### src/design/strict_base64url_decoder_unit_assert.svh
// Assertion macros shared by the decoder's modules.
`ifndef STRICT_BASE64URL_DECODER_UNIT_ASSERT_SVH
`define STRICT_BASE64URL_DECODER_UNIT_ASSERT_SVH
`ifndef SYNTHESIS
`define SBU_ASSERT_IMPLY(lbl, clk, rst_n, ante, cons) \
	lbl: assert property (@(posedge clk) disable iff (!rst_n) (ante) |-> (cons)) \
		else $error("assertion failed");
`define SBU_ASSERT_NEXT(lbl, clk, rst_n, ante, cons) \
	lbl: assert property (@(posedge clk) disable iff (!rst_n) (ante) |=> (cons)) \
		else $error("assertion failed");
`else
`define SBU_ASSERT_IMPLY(lbl, clk, rst_n, ante, cons)
`define SBU_ASSERT_NEXT(lbl, clk, rst_n, ante, cons)
`endif
`endif

### src/design/sbu_pkg.sv
// Types, status codes and character classifier for the base64url decoder.
package sbu_pkg;

	typedef enum logic [2:0] {
		ST_OK       = 3'd0,
		ST_BADCHAR  = 3'd1,
		ST_PADPOS   = 3'd2,
		ST_PADLONG  = 3'd3,
		ST_LONE     = 3'd4,
		ST_LEFTOVER = 3'd5
	} status_t;

	typedef struct packed {
		logic       pad;
		logic       bad;
		logic [5:0] sym;
	} cls_t;

	typedef struct packed {
		logic [7:0] data;
		logic       data_valid;
		logic       done;
		status_t    status;
	} res_t;

	localparam int unsigned QDEPTH = 2;

	function automatic cls_t classify(input logic [7:0] c);
		cls_t r;
		r.pad = 1'b0;
		r.bad = 1'b0;
		r.sym = '0;
		if (c >= 8'h41 && c <= 8'h5A) begin
			r.sym = 6'(c - 8'h41);
		end else if (c >= 8'h61 && c <= 8'h7A) begin
			r.sym = 6'(c - 8'h47);
		end else if (c >= 8'h30 && c <= 8'h39) begin
			r.sym = 6'(c + 8'h04);
		end else if (c == 8'h2D) begin
			r.sym = 6'd62;
		end else if (c == 8'h5F) begin
			r.sym = 6'd63;
		end else if (c == 8'h3D) begin
			r.pad = 1'b1;
		end else begin
			r.bad = 1'b1;
		end
		return r;
	endfunction

endpackage

### src/design/sbu_front.sv
// Front end: accept characters, classify, track quartet state, form results.
module sbu_front import sbu_pkg::*; (
	input  logic       clk,
	input  logic       arst_n,
	input  logic       in_valid,
	output logic       in_ready,
	input  logic [7:0] in_char,
	input  logic       in_last,
	input  logic       q_full,
	output logic       push,
	output res_t       push_res
);

	logic [5:0] hold_q;
	logic [1:0] phase_q;
	logic [1:0] pad_q;
	logic       seen_q;
	status_t    err_q;

	cls_t       cls;
	logic [5:0] hold_d;
	logic [1:0] phase_d;
	logic [1:0] pad_d;
	logic       seen_d;
	status_t    err_d;
	logic       have;
	logic [7:0] data;
	logic       accept;

	assign in_ready = !q_full;
	assign accept   = in_valid && in_ready;

	always_comb begin
		cls     = classify(in_char);
		hold_d  = hold_q;
		phase_d = phase_q;
		pad_d   = pad_q;
		seen_d  = seen_q;
		err_d   = err_q;
		have    = 1'b0;
		data    = '0;
		if (err_q == ST_OK) begin
			if (cls.bad) begin
				err_d = ST_BADCHAR;
			end else if (cls.pad) begin
				if (!seen_q) begin
					err_d = ST_PADPOS;
				end else if (pad_q >= 2'd2) begin
					err_d = ST_PADLONG;
				end else begin
					pad_d = pad_q + 2'd1;
				end
			end else if (pad_q != 2'd0) begin
				err_d = ST_PADPOS;
			end else begin
				case (phase_q)
					2'd0: begin
						hold_d = cls.sym;
					end
					2'd1: begin
						data   = {hold_q, cls.sym[5:4]};
						hold_d = {2'b00, cls.sym[3:0]};
						have   = 1'b1;
					end
					2'd2: begin
						data   = {hold_q[3:0], cls.sym[5:2]};
						hold_d = {4'b0000, cls.sym[1:0]};
						have   = 1'b1;
					end
					default: begin
						data   = {hold_q[1:0], cls.sym};
						hold_d = '0;
						have   = 1'b1;
					end
				endcase
				phase_d = phase_q + 2'd1;
			end
			seen_d = 1'b1;
		end
		if (in_last && err_d == ST_OK) begin
			if (phase_d == 2'd1) begin
				err_d = ST_LONE;
			end else if (phase_d == 2'd2 && hold_d[3:0] != 4'd0) begin
				err_d = ST_LEFTOVER;
			end else if (phase_d == 2'd3 && hold_d[1:0] != 2'd0) begin
				err_d = ST_LEFTOVER;
			end
		end
		if (err_d != ST_OK) begin
			have = 1'b0;
			data = '0;
		end
	end

	assign push                = accept && (have || in_last);
	assign push_res.data       = data;
	assign push_res.data_valid = have;
	assign push_res.done       = in_last;
	assign push_res.status     = err_d;

	always_ff @(posedge clk or negedge arst_n) begin
		if (!arst_n) begin
			hold_q  <= '0;
			phase_q <= '0;
			pad_q   <= '0;
			seen_q  <= 1'b0;
			err_q   <= ST_OK;
		end else if (accept) begin
			if (in_last) begin
				hold_q  <= '0;
				phase_q <= '0;
				pad_q   <= '0;
				seen_q  <= 1'b0;
				err_q   <= ST_OK;
			end else begin
				hold_q  <= hold_d;
				phase_q <= phase_d;
				pad_q   <= pad_d;
				seen_q  <= seen_d;
				err_q   <= err_d;
			end
		end
	end

`include "strict_base64url_decoder_unit_assert.svh"
	`SBU_ASSERT_NEXT(a_last_clears, clk, arst_n, accept && in_last, phase_q == 2'd0 && pad_q == 2'd0 && err_q == ST_OK && !seen_q)
	`SBU_ASSERT_IMPLY(a_pad_excl, clk, arst_n, pad_q != 2'd0, seen_q)

endmodule

### src/design/sbu_fifo.sv
// Short result queue between the front end and the output stage.
module sbu_fifo import sbu_pkg::*; (
	input  logic clk,
	input  logic arst_n,
	input  logic push,
	input  res_t push_res,
	output logic full,
	output logic q_valid,
	input  logic pop,
	output res_t pop_res
);

	localparam int unsigned PW = (QDEPTH > 1) ? $clog2(QDEPTH) : 1;
	localparam int unsigned CW = $clog2(QDEPTH + 1);

	res_t          mem [QDEPTH];
	logic [PW-1:0] wr_q;
	logic [PW-1:0] rd_q;
	logic [CW-1:0] cnt_q;
	logic          do_pop;

	assign full    = cnt_q == CW'(QDEPTH);
	assign q_valid = cnt_q != '0;
	assign do_pop  = pop && q_valid;
	assign pop_res = mem[rd_q];

	always_ff @(posedge clk) begin
		if (push && !full) begin
			mem[wr_q] <= push_res;
		end
	end

	always_ff @(posedge clk or negedge arst_n) begin
		if (!arst_n) begin
			wr_q  <= '0;
			rd_q  <= '0;
			cnt_q <= '0;
		end else begin
			if (push && !full) begin
				wr_q <= (wr_q == PW'(QDEPTH - 1)) ? '0 : wr_q + PW'(1);
			end
			if (do_pop) begin
				rd_q <= (rd_q == PW'(QDEPTH - 1)) ? '0 : rd_q + PW'(1);
			end
			case ({push && !full, do_pop})
				2'b10:   cnt_q <= cnt_q + CW'(1);
				2'b01:   cnt_q <= cnt_q - CW'(1);
				default: cnt_q <= cnt_q;
			endcase
		end
	end

`include "strict_base64url_decoder_unit_assert.svh"
	`SBU_ASSERT_IMPLY(a_no_overflow, clk, arst_n, push, !full)

endmodule

### src/design/sbu_back.sv
// Output stage: hold one request for the consumer while the queue refills.
module sbu_back import sbu_pkg::*; (
	input  logic       clk,
	input  logic       arst_n,
	input  logic       q_valid,
	input  res_t       pop_res,
	output logic       pop,
	output logic       out_valid,
	input  logic       out_ready,
	output logic [7:0] out_byte,
	output logic       byte_valid,
	output logic       done_res,
	output logic [2:0] status
);

	logic out_valid_q;
	res_t res_q;

	assign pop = q_valid && (!out_valid_q || out_ready);

	always_ff @(posedge clk or negedge arst_n) begin
		if (!arst_n) begin
			out_valid_q <= 1'b0;
		end else if (pop) begin
			out_valid_q <= 1'b1;
		end else if (out_ready) begin
			out_valid_q <= 1'b0;
		end
	end

	always_ff @(posedge clk) begin
		if (pop) begin
			res_q <= pop_res;
		end
	end

	assign out_valid  = out_valid_q;
	assign out_byte   = res_q.data_valid ? res_q.data : 8'd0;
	assign byte_valid = res_q.data_valid;
	assign done_res   = res_q.done;
	assign status     = res_q.status;

`include "strict_base64url_decoder_unit_assert.svh"
	`SBU_ASSERT_IMPLY(a_byte_ok, clk, arst_n, out_valid_q && res_q.data_valid, res_q.status == ST_OK)

endmodule

### src/design/strict_base64url_decoder_unit.sv
// Top level of the strict base64url decoder: front end, result queue, output stage.
// Throughput: one character per cycle while the queue is not full; the front end decodes each in its accept cycle.
// A result enters the queue when its character is accepted and is offered from the output register once popped.
// A two-entry queue and the output register let input and output stall independently.
// Reset (arst_n low) clears decode state, error, queue and output valid at once.
module strict_base64url_decoder_unit import sbu_pkg::*; (
	input  logic       clk,
	input  logic       arst_n,
	input  logic       in_valid,
	output logic       in_ready,
	input  logic [7:0] in_char,
	input  logic       in_last,
	output logic       out_valid,
	input  logic       out_ready,
	output logic [7:0] out_byte,
	output logic       byte_valid,
	output logic       done_res,
	output logic [2:0] status
);

	logic q_full;
	logic push;
	res_t push_res;
	logic q_valid;
	logic pop;
	res_t pop_res;

	sbu_front u_front (
		.clk      (clk),
		.arst_n   (arst_n),
		.in_valid (in_valid),
		.in_ready (in_ready),
		.in_char  (in_char),
		.in_last  (in_last),
		.q_full   (q_full),
		.push     (push),
		.push_res (push_res)
	);

	sbu_fifo u_fifo (
		.clk      (clk),
		.arst_n   (arst_n),
		.push     (push),
		.push_res (push_res),
		.full     (q_full),
		.q_valid  (q_valid),
		.pop      (pop),
		.pop_res  (pop_res)
	);

	sbu_back u_back (
		.clk        (clk),
		.arst_n     (arst_n),
		.q_valid    (q_valid),
		.pop_res    (pop_res),
		.pop        (pop),
		.out_valid  (out_valid),
		.out_ready  (out_ready),
		.out_byte   (out_byte),
		.byte_valid (byte_valid),
		.done_res   (done_res),
		.status     (status)
	);

endmodule

### config.mk
export PLATFORM = sky130hd
export DESIGN_NAME = strict_base64url_decoder_unit
export DESIGN_NICKNAME = d
export VERILOG_FILES = /design/src/design/sbu_pkg.sv /design/src/design/sbu_front.sv /design/src/design/sbu_fifo.sv /design/src/design/sbu_back.sv /design/src/design/strict_base64url_decoder_unit.sv
export VERILOG_INCLUDE_DIRS = /design/src /design/src/design
export SDC_FILE = /design/constraint.sdc
export NUM_CORES = 1
export LEC_CHECK = 0
export ABC_AREA = 1
export ABC_CLOCK_PERIOD_IN_PS = 2970
export BUFFER_PORTS_ARGS = -buffer_cell sky130_fd_sc_hd__buf_4
export CORE_MARGIN = 2
export CORE_UTILIZATION = 40
export CTS_CLUSTER_DIAMETER = 120
export DETAILED_ROUTE_END_ITERATION = 16
export HOLD_SLACK_MARGIN = 0.1
export SLEW_MARGIN = 0
export SYNTH_ARGS = -nofsm -noshare
export SYNTH_HDL_FRONTEND = slang
export SYNTH_SLANG_ARGS = --single-unit
### constraint.sdc
create_clock -name clk -period 2.97 [get_ports clk]
set_input_delay 0.4455 -clock clk [delete_from_list [all_inputs] [get_ports clk]]
set_output_delay 0.4455 -clock clk [all_outputs]
set_load 0.05 [all_outputs]
* Word level (Yosys, flattened, before mapping) *
Memories as Yosys holds them, arrays and structs flattened. A register that Yosys moved wholly into a read port is not among the register bits.
Cells that the tools add are included.

word-level totals
  register bits = 19
  RAM bits = 26
  bits of input ports = 13
  output and inout port bits = 15
  logic and storage cells = 135
  memories kept = 1

operators by class
  add/subtract/negate cells = 9
  $lt $le $gt $ge = 7
  equality and inequality tests = 15
  multiplexer cells = 62
  reduce and logical (&&, ||, !) cells = 31

memory list
  name        words  width  read ports  clocked after Yosys merged registers in  write ports  line            text
  u_fifo.mem  2      13     1           1                                        1            sbu_fifo.sv:16  res_t mem [QDEPTH];

operator list
  kind                                                                              count
  6-bit 2-to-1 mux                                                                  10
  8-bit 2-to-1 mux                                                                  6
  3-bit 2-to-1 mux                                                                  11
  2-bit 2-to-1 mux                                                                  16
  8-bit case mux with 3 select lines                                                1
  6-bit case mux with 3 select lines                                                1
  8-bit by 6-bit == test with 1-bit output, second input constant                   2
  8-bit by 7-bit >= comparator with 1-bit output, second input constant             2
  8-bit by 7-bit less-or-equal comparator with 1-bit output, second input constant  2
  1-bit 2-to-1 mux                                                                  16
  2-bit nonzero test                                                                8
  1-bit logical AND                                                                 11
  2-bit == test, second input constant                                              5
  8-bit by 7-bit == test with 1-bit output, second input constant                   1
  8-bit by 6-bit >= comparator with 1-bit output, second input constant             1
  8-bit by 6-bit less-or-equal comparator with 1-bit output, second input constant  1
  2-bit != test, second input constant                                              4
  2-bit by 1-bit adder with 2-bit output, second input constant                     3
  6-bit by 3-bit adder with 6-bit output, second input constant                     1
  2-bit by 1-bit == test with 1-bit output, second input constant                   3
  3-bit zero test                                                                   2
  6-bit AND reduction                                                               1
  6-bit by 1-bit subtractor with 6-bit output, second input constant                1
  6-bit by 3-bit subtractor with 6-bit output, second input constant                1
  other kinds (11)                                                                  14

* Longest topological paths before layout *
  depth in word-level cells = 24
  gate-level depth with buffers = 24
  depth with buffers taken out = 24

* Modules after synthesis *
From an unflattened synthesis, not the netlist that was laid out.

unflattened totals
  cells, all modules = 427
  area total of the unflattened synthesis = 3502.1 µm²

by module, submodules not included
  module     instances  cells each  area each (µm²)  sequential area each (µm²)
  sbu_front  1          289         1795.5           350.3
  sbu_fifo   1          99          1183.6           880.8
  sbu_back   1          39          523.0            415.4

* Least setup slack after synthesis *
Ideal clock, no wire load.

  kind = input port to flip-flop
  start = input in_char[3]
  end = memory u_fifo.mem[1][0] in the netlist's numbering (enable)
  library setup time = 0.382 ns
  data arrival time = 2.785 ns
  required time = 2.588 ns
  slack = -0.197 ns
  stages on the path = 18
  buffers on the path = 1
  path through = buf_2 > inv_1 > ha_1 > nand2_1 > nor2_1 > a21oi_1 > nand2_2 > nand3_2 > nand3_4 > xor2_1 > inv_1 > nand2_1 > nand2_1 > nand2_2 > nand4_1 > nand2_1 > nand2_2 > nor2_1

on the way
  word-level cells in the longest chain between the ends = 24
  elaborated cells on any way between the ends = 61
  classes of those cells = 3 x add/sub; 6 x order compare; 6 x eq/ne; 33 x mux; 13 x reduce/logical

RTL lines
  what                                                                                                     line                                 text
  from (decl)                                                                                              strict_base64url_decoder_unit.sv:11  input logic [7:0] in_char,
  parallel branches: the longest is 18 deep, another holds 8-bit by 6-bit >= comparator with 1-bit output  --
  1-bit 2-to-1 mux (*)                                                                                     sbu_front.sv:89                      if (err_d != ST_OK) begin
  1-bit logical OR (*)                                                                                     sbu_front.sv:95                      assign push = accept && (have || in_last);
  1-bit logical AND (*)                                                                                    sbu_front.sv:95
  1-bit logical AND (*)                                                                                    sbu_fifo.sv:28                       if (push && !full) begin
  1-bit 2-to-1 mux (*)                                                                                     sbu_fifo.sv:28
  1-bit 2-to-1 mux (implied by the code) (*)                                                               sbu_fifo.sv:29                       mem[wr_q] <= push_res;
  to (decl)                                                                                                sbu_fifo.sv:16

Every way passes the cells marked *. The select of a mux whose other input is x is not followed.

* Final worst setup path *
  start = input in_char[2]
  end = memory u_fifo.mem[1][6] in the netlist's numbering (enable)

Same word-level chain as after synthesis.

==> results.sh <==
export IMPL_drtIter0Drc=162
export IMPL_synthTopCellsByCount="108 x nand2_1, 46 x inv_1, 39 x edfxtp_1"
export IMPL_hpwl_um=5330
export IMPL_path_class="primary input to flip-flop"
export IMPL_vias_per_cell=4.95
export IMPL_synth_xor_area_share=0.0214
export IMPL_start_kind="primary input"
export IMPL_syn_area_per_cell_um2=8.87
export IMPL_cap_viol_max_count=0
export IMPL_clock_sinks=58
export IMPL_fmax_ghz=0.356
export IMPL_min_path_type="primary input to flip-flop"
export IMPL_clkTransAtPathRegs_ps=80
export IMPL_yosysMostFrequentCell="nand2_1"
export IMPL_seq_area_frac_synth=0.503
export IMPL_stdcell_area_um2=4210
export IMPL_wl_per_cell_um=13.0
export IMPL_ys_warn_count=0
export IMPL_finalHoldViolations=0
export IMPL_die_width_um=94.4
export IMPL_synth_area_leader_cell="edfxtp_1"
export IMPL_grt_pass1_wl_um=11600
export IMPL_dp_cells=534
export IMPL_slew_limit_headroom=0.423
export IMPL_wirelength_um=7190
export IMPL_r2r_slack_ps=210
export IMPL_antennaDiodeCount=0
export IMPL_grtUsageTotal=0.169
export IMPL_pin_count=28
export IMPL_place_congestion=0.882
export IMPL_cts_buffers=9
export IMPL_drive_gt1_frac=0.299
export IMPL_synth_edff_count=39
export IMPL_area_growth_pct=28.6
export IMPL_path_max_fanout=13
export IMPL_crit_buf_inv=5
export IMPL_start_util=0.419
export IMPL_root_buffer="clkbuf_8"
export IMPL_synth_top_family_by_area="simple AND/OR/NAND/NOR gates"
export IMPL_fillers=741
export IMPL_io_buffer_count=27
export IMPL_rows=32
export IMPL_drtAntennaViolNets=0
export IMPL_crit_path_frequent_cell="nand2_1"
export IMPL_fin_nets=474
export IMPL_synth_adder_area_share=0.0535
export IMPL_clock_latency_ps=340
export IMPL_tightestPinTransition_ps=858
export IMPL_critPathCaptureType="flip-flop"
export IMPL_ir_drop_mv=0.280
export IMPL_final_period_utilization=0.947
export IMPL_yosysUniqueCellTypes=39
export IMPL_antenna_found_initial=0
export IMPL_synth_ff_type="edfxtp_1"
export IMPL_ys_seq_elements=58
export IMPL_die_y_um=94.4
export IMPL_required_ps=3010
export IMPL_drc=0
export IMPL_synth_mux_area_frac=0
export IMPL_coreArea_um2=7810
export IMPL_vias=2742
export IMPL_grt_pass1_vias=2569
export IMPL_synthSimpleGateAreaFrac=0.226
export IMPL_final_max_slew_viol_count=0
export IMPL_place_area_um2=3920
export IMPL_cpPeakStageDelay_ps=220
export IMPL_utilization=0.539
export IMPL_arrival_ps=2860
export IMPL_layout_setup_ws_ps=157
export IMPL_fin_setup_tns_ps=0
export IMPL_syn_nets=396
export IMPL_grt_max_degree=20
export IMPL_finalSetupViolations=0
export IMPL_status="finished clean"
export IMPL_die_area_um2=8920
export IMPL_critPathTopFamily="simple AND/OR/NAND/NOR gates"
export IMPL_synth_top_area_share=0.358
export IMPL_cts_tree="done"
export IMPL_overflow=0
export IMPL_layoutNonFillerInstCount=554
export IMPL_crit_chain="buf_4, inv_2, ha_1, nand2_1, nand2_2, a21oi_4, nor2_2, nor2_4, nand3_4, nand2_1, inv_1, nor2_2, nand2_1, nand2_1, nand2_1, nand2_2, nand4_1, nand2_2, nand2_2, buf_4, nor2_4, buf_12"
export IMPL_drt_pass1_iterations=4
export IMPL_synthArstFlopShare=0.328
export IMPL_p_leak_uw=0.00192
export IMPL_syn_inst=369
export IMPL_cpMaxStageDelayCell="ha_1"
export IMPL_finClkSkew_ps=12.9
export IMPL_ys_top_cells_by_area="edfxtp_1 36%, dfrtp_1 15%, nand2_1 12%"
export IMPL_reg2reg_depth=18
export IMPL_cts_max_level=3
export IMPL_clockBufferDepth=2
export IMPL_netlist_area_um2=3270
export IMPL_synth_compound_area_frac=0.120
export IMPL_powerDensity_nw_per_um2=838
export IMPL_holdPathStages=1
export IMPL_fin_crit_ps=2810
export IMPL_cp_num_cells=22
export IMPL_dp_slack_ps=-273
[cells in the final DEF, fill, tap and decap left out, types with 3 or more instances in the layout]
cell,count
a211oi_2,5
buf_4,71
inv_1,44
o21ai_1,7
nor2_2,7
clkbuf_8,9
o22ai_1,5
nor2_1,14
o31ai_1,4
o21ai_0,15
nand3_1,20
a21oi_1,9
inv_2,8
edfxtp_1,39
nand3_4,3
nand4_1,5
xor2_1,6
ha_1,11
nand2_1,105
a221oi_1,4
nand2_2,8
dfrtp_1,19
a21oi_2,3
[state kept, by name, indices dropped and copies added, names as in the netlist, 2 cells and up]
signal / flops
u_back.status: 3
u_fifo.mem: 26
u_front.pad_q: 2
u_front.err_q: 3
u_front.hold_q: 6
u_back.res_q: 8
u_front.phase_q: 2
u_fifo.cnt_q: 2
[path summary, 6_finish.rpt]
path | startpoint | end
max | in_char[2] | u_fifo.mem[1][6]$_DFFE_PP_
min | in_last | u_fifo.mem[0][3]$_DFFE_PP_
max reg2reg | u_front.phase_q[1]$_DFFE_PN0P_ | u_fifo.cnt_q[1]$_DFFE_PN0P_
min reg2reg | u_fifo.mem[0][9]$_DFFE_PP_ | u_back.res_q[9]$_DFFE_PP_
max in group asynchronous | arst_n | u_front.hold_q[4]$_DFFE_PN0P_
min in group asynchronous | arst_n | u_front.pad_q[1]$_DFFE_PN0P_
[through the flow]
step	hold slack, ps	total power [uW]
6_report	354	3530
5_1_grt	345	3770
4_1_cts	332	3460
3_5_place_dp	349	2810
3_3_place_gp	345	2780
2_1_floorplan	150	2330
[power by group]
part | total [uW] | internal, uW | switching [uW]
registers | 1290 | 1150 | 134
clock network | 642 | 304 | 339
logic | 1600 | 538 | 1060
total | 3530 | 1990 | 1530
[cell families (layout without fill, tap and decap cells)]
group | count (synthesis) | after routing
AO/OA/AOI/OAI | 59 | 59
AND/OR/NAND/NOR | 168 | 169
buffers and inverters | 62 | 144
flip-flops | 58 | 58
XOR/XNOR | 8 | 8
adder cells (fa/ha/maj) | 14 | 14
[worst register-to-register path: stages, from the launching register on]
cell and delay [ps]:
dfrtp_1 400, inv_1 120, ha_1 260, inv_1 160, a21oi_2 210, nand4_1 160
nor2_1 220, nor2_2 60, nand2_1 60, nand2_1 40, nand2_1 60, nand2_2 50
nand4_1 120, nand2_2 90, nand2_2 100, ha_4 210, a21oi_2 90, o21ai_1 80
xor2_1 140
[timing repair]
item | 4_1_cts | 5_1_grt
hold endpoints to repair | 19 | 0
hold buffers | 1 | 0
setup buffers | 0 | 2
setup endpoints to repair | 0 | 16
resized for setup | 0 | 23
[area by class of cell]
class | instances | area [um2] | area share
Multi-Input combinational cell | 250 | 1470 | 0.350
Tap cell | 102 | 128 | 0.0303
Sequential cell | 58 | 1650 | 0.391
Clock buffer | 10 | 128 | 0.0303
Timing Repair Buffer | 74 | 583 | 0.139
Clock inverter | 6 | 42.5 | 0.0101
Inverter | 54 | 205 | 0.0488
[routing by layer]
layer  vias up  part of all wire  track usage
met5         -                 0            0
met4         0             0.019       0.0580
met3        13             0.040       0.0359
met2        67              0.49        0.295
met1      1279              0.45        0.207
li1       1383                 -            -
Note: power is estimated with default switching activity, not from simulation.
